<file path="src/hdl/pbzl_pkg.sv">
// Shared types, constants and state encoding for the prefix bucket code lookup.
package pbzl_pkg;

	// Directory geometry: one slot per three-digit prefix plus a closing slot.
	localparam int DIR_SLOTS = 1001;
	localparam int DIR_AW    = $clog2(DIR_SLOTS);

	// Default size of the record store.
	localparam int RECORD_SLOTS_DEF = 65536;

	// Character codes used to check and convert the code text.
	localparam logic [7:0] CHAR_ZERO = 8'h30;
	localparam logic [7:0] CHAR_NINE = 8'h39;
	localparam int         CODE_CHARS = 5;

	// Operation codes carried in the mode field.
	localparam logic [1:0] MODE_DIR_WRITE = 2'd0;
	localparam logic [1:0] MODE_REC_WRITE = 2'd1;
	localparam logic [1:0] MODE_LOOKUP    = 2'd2;

	// Result status codes.
	localparam logic [1:0] STATUS_FOUND     = 2'd0;
	localparam logic [1:0] STATUS_INVALID   = 2'd1;
	localparam logic [1:0] STATUS_CORRUPT   = 2'd2;
	localparam logic [1:0] STATUS_NOT_FOUND = 2'd3;

	// One input beat.
	typedef struct packed {
		logic [1:0]         mode;
		logic [15:0]        load_index;
		logic [15:0]        dir_value;
		logic [7:0]         rec_suffix;
		logic signed [15:0] rec_latitude;
		logic signed [15:0] rec_longitude;
		logic [39:0]        zip_text;
		logic [7:0]         zip_terminator;
	} item_t;

	// One result beat.
	typedef struct packed {
		logic [1:0]         status;
		logic signed [15:0] latitude;
		logic signed [15:0] longitude;
	} result_t;

	// One entry of the record store.
	typedef struct packed {
		logic [7:0]         suffix;
		logic signed [15:0] latitude;
		logic signed [15:0] longitude;
	} rec_t;

	// Decoded code text handed from the decoder to the sequencer.
	typedef struct packed {
		logic                bad;
		logic [DIR_AW-1:0]   prefix;
		logic [6:0]          suffix;
	} dec_t;

	// Lookup sequencer states.
	typedef enum logic [2:0] {
		ST_IDLE,
		ST_DECODE,
		ST_DIR_START,
		ST_DIR_END,
		ST_SCAN
	} state_t;

endpackage

</file>
<file path="src/hdl/pbzl_decode.sv">
// Code text checker: validates five digits and the terminator, forms prefix and suffix.
module pbzl_decode
	import pbzl_pkg::*;
(
	input  logic        clk,
	input  logic        load,
	input  logic [39:0] zip_text,
	input  logic [7:0]  zip_terminator,
	output dec_t        dec_q
);

	logic [7:0] ch     [CODE_CHARS];
	logic [3:0] digit  [CODE_CHARS];
	logic       bad_ch [CODE_CHARS];
	logic       bad;
	logic [DIR_AW-1:0] prefix;
	logic [6:0]        suffix;

	// Split the text into characters, first character in the top byte.
	always_comb begin
		for (int i = 0; i < CODE_CHARS; i++) begin
			ch[i]     = zip_text[8*(CODE_CHARS-1-i) +: 8];
			bad_ch[i] = (ch[i] < CHAR_ZERO) || (ch[i] > CHAR_NINE);
			digit[i]  = 4'(ch[i] - CHAR_ZERO);
		end
	end

	// Any non-digit or a non-zero terminator makes the code invalid.
	always_comb begin
		bad = (zip_terminator != 8'd0);
		for (int i = 0; i < CODE_CHARS; i++) begin
			bad = bad | bad_ch[i];
		end
	end

	// Prefix from the first three digits, suffix from the last two.
	assign prefix = DIR_AW'(DIR_AW'(digit[0]) * DIR_AW'(100))
		+ DIR_AW'(DIR_AW'(digit[1]) * DIR_AW'(10))
		+ DIR_AW'(digit[2]);
	assign suffix = 7'(7'(digit[3]) * 7'(10)) + 7'(digit[4]);

	// Hold the decoded code for the sequencer.
	always_ff @(posedge clk) begin
		if (load) begin
			dec_q.bad    <= bad;
			dec_q.prefix <= prefix;
			dec_q.suffix <= suffix;
		end
	end

endmodule

</file>
<file path="config.mk">
export PLATFORM = sky130hd
export DESIGN_NAME = pbzl_decode
export DESIGN_NICKNAME = d
export VERILOG_FILES = /design/src/hdl/pbzl_pkg.sv /design/src/hdl/pbzl_decode.sv
export SDC_FILE = /design/constraint.sdc
export NUM_CORES = 1
export LEC_CHECK = 0
export ABC_AREA = 1
export BUFFER_PORTS_ARGS = -buffer_cell sky130_fd_sc_hd__clkbuf_2
export CORE_MARGIN = 2
export CORE_UTILIZATION = 49
export DETAILED_ROUTE_END_ITERATION = 12
export PLACE_DENSITY = 0.85
export SYNTH_ARGS = -nofsm -noshare
export SYNTH_HDL_FRONTEND = slang
export SYNTH_SLANG_ARGS = --single-unit
</file>
<file path="constraint.sdc">
create_clock -name clk -period 3.7 [get_ports clk]
set_input_delay 0.74 -clock clk [delete_from_list [all_inputs] [get_ports clk]]
set_output_delay 0.74 -clock clk [all_outputs]
set_load 0.01 [all_outputs]
</file>
==> flow_summary.ini <==
[status]
status = finished clean

[cells_and_area]
n_antenna_cell = 0
layout_commonest_cell = clkbuf_2
final_nets = 372
largest_register_ffs = 18
drive_above_1_share_pct = 26.7
top_register = dec_q
top_regs = dec_q x18
area_growth_pct = 23.8
final_cell_mix = clkbuf_2 (67), nand2_1 (59), inv_1 (38)

[die]
rows = 21
start_util_pct = 52.0
fp.dieH_um = 64.0
coreArea_mm2 = 0.00339
ioPinCount = 68
die-area_mm2 = 0.00409
dieWidth_um = 64.0

[grt]
grt_pass1_wl_mm = 5.86
track_usage_pct = 18.3
first_global_vias = 1467
grt_antenna_before_repair = 0
grt_overflow_total = 0
grt_max_degree = 19

[placement]
dpl.hpwl_mm = 3.13
gp_congestion = 0.837
port_buffers = 67

[routing]
drt.antenna.violating_nets = 0
drc = 0
drt_iter0_markers = 45
dr_total_vias = 1526
dr.pass1.iters = 4
routed_wirelength_mm = 3.47
vias_per_cell = 4.67
wire_per_inst_um = 10.6

[critical_path]
path_buf_inv = 5
timing.critical_path.from_type = input pin
cp_top_family = adder cells
worst_setup_path_end_kind = register
required_ns = 3.75
worstSetupPathType = input pin to register
crit_chain = clkbuf_2 -> inv_1 -> ha_1 -> ha_1 -> inv_1 -> fa_1 -> inv_1 -> ha_1 -> ha_1 -> nand2_1 -> inv_1 -> a21oi_2 -> nand2_1 -> nand2_1 -> nand2_1
cpPeakStageDelay_ns = 0.47
crit_fanout = 5
arrival_ns = 3.11
crit_slowest_cell = fa_1

[power]
p_leak_uw = 0.00124
swShare_pct = 36.4
seqPwrFrac_pct = 39.0
power.internal_uw = 474
p_per_area_mw_per_mm2 = 342
ir_drop_v = 0.000147
totalPowerFinal_uw = 746
power_frac_comb_pct = 47.9
p_switching_uw = 271
clkPwrFrac_pct = 13.1

[yosys]
avgSynthCellArea_um2 = 8.39
synth_cells = 210
yosys.area_share.simple_pct = 21.9
synth_adder_area_share_pct = 31.4
synth_fp_nets = 300
synth_seq_cells = 18
synthDistinctLibCells = 18
synth_xor_xnor_area_share_pct = 4.47
synth_compound_area_share_pct = 3.48
synth-seq-area-share_pct = 30.7
muxShareOfSynthArea_pct = 0
synth_top_family_by_area = adder cells
ys_warn_count = 0
synth_area_mm2 = 0.00176

[timing]
tightest_slew_ns = 0.427
fmax_ghz = 0.327
final_hold_viol_count = 0
drv_slew = 0
setup_viol = 0
min_period_over_period_pct = 82.6
rsz0062_at_grt = false
tns_ns = 0
max_slew_margin_pct = 71.5
layout_min_cycle_time_ns = 3.06

[clock_tree]
clk_path_buf_depth = 2
clock-sinks = 18
cts_tree = done
post-cts-setup-buffers = 0
cts_resized = 0
cts_max_level = 1
cts-buffers-inserted = 3
path_clk_slew_ns = 0.10
postCtsHoldBufs = 0
clock-root-buffer = clkbuf_4

[hold_path]
hold_path_class = input pin to register

[run]
maxCapViolCount = 0
-- area by class of cell --
cell class / instances / area, µm²
Clock inverter: 1 / 3.75
Multi-Input combinational cell: 154 / 1080
Tap cell: 46 / 57.6
Timing Repair Buffer: 67 / 335
Sequential cell: 18 / 541
Fill cell: 284 / 1210
Inverter: 38 / 143
Clock buffer: 3 / 22.5
-- layer usage --
| layer | wire length (µm) | up-vias | global-route usage (%) |
|---|---|---|---|
| li1 | - | 813 | - |
| met1 | 1480 | 645 | 22.9 |
| met2 | 1690 | 62 | 32.3 |
| met3 | 239 | 6 | 1.58 |
| met4 | 63 | 0 | 7.61 |
| met5 | 0 | - | 0 |
-- cell usage after synthesis, drive strengths merged --
| cell type | instances | area share (%) |
|---|---|---|
| a21o | 1 | 0.43 |
| a21oi | 6 | 1.9 |
| edfxtp | 18 | 31 |
| fa | 7 | 8.0 |
| ha | 33 | 23 |
| inv | 38 | 8.1 |
| nand2 | 61 | 13 |
| nand3 | 12 | 3.7 |
| nand4 | 2 | 0.71 |
| nor2 | 19 | 4.2 |
| o21ai | 4 | 1.1 |
| xnor2 | 5 | 2.5 |
| xor2 | 4 | 2.0 |
-- stage by stage --
stage | std cells | instance area, µm² | utilization [%] | hold WS (ns) | setup WS [ns]
global placement | 323 | 2150 | 63.6 | 0.917 | 0.409
CTS | 327 | 2180 | 64.3 | 0.617 | 0.637
global route | 327 | 2180 | 64.3 | 0.604 | 0.480
finish | 327 | 2180 | 64.3 | 0.612 | 0.642
detailed placement | 323 | 2150 | 63.6 | 0.922 | 0.324
floorplan | 210 | 1760 | - | 0.839 | 0.637
-- power groups by stage --
stage          registers [µW]  logic (µW)  clock network, µW
2_1_floorplan             321         211                  0
3_3_place_gp              295         342                  0
3_5_place_dp              296         355                  0
4_1_cts                   292         358               97.5
5_1_grt                   295         409                107
6_report                  291         357               97.4
-- logic make-up after synthesis --
kind of cell	Yosys count
AOI/OAI and AO/OA	11
xor gates and xnor gates	9
adders and majority gates	40
buffers and inverters	38
DFF	18
and+or+nand+nor	94
-- path summary, 6_finish.rpt --
kind,start,to,cells past startpoint
min,zip_text[0],dec_q[0]$_DFFE_PP_,1
max,zip_text[33],dec_q[16]$_DFFE_PP_,15
Note: power is estimated with default switching activity, not from simulation.
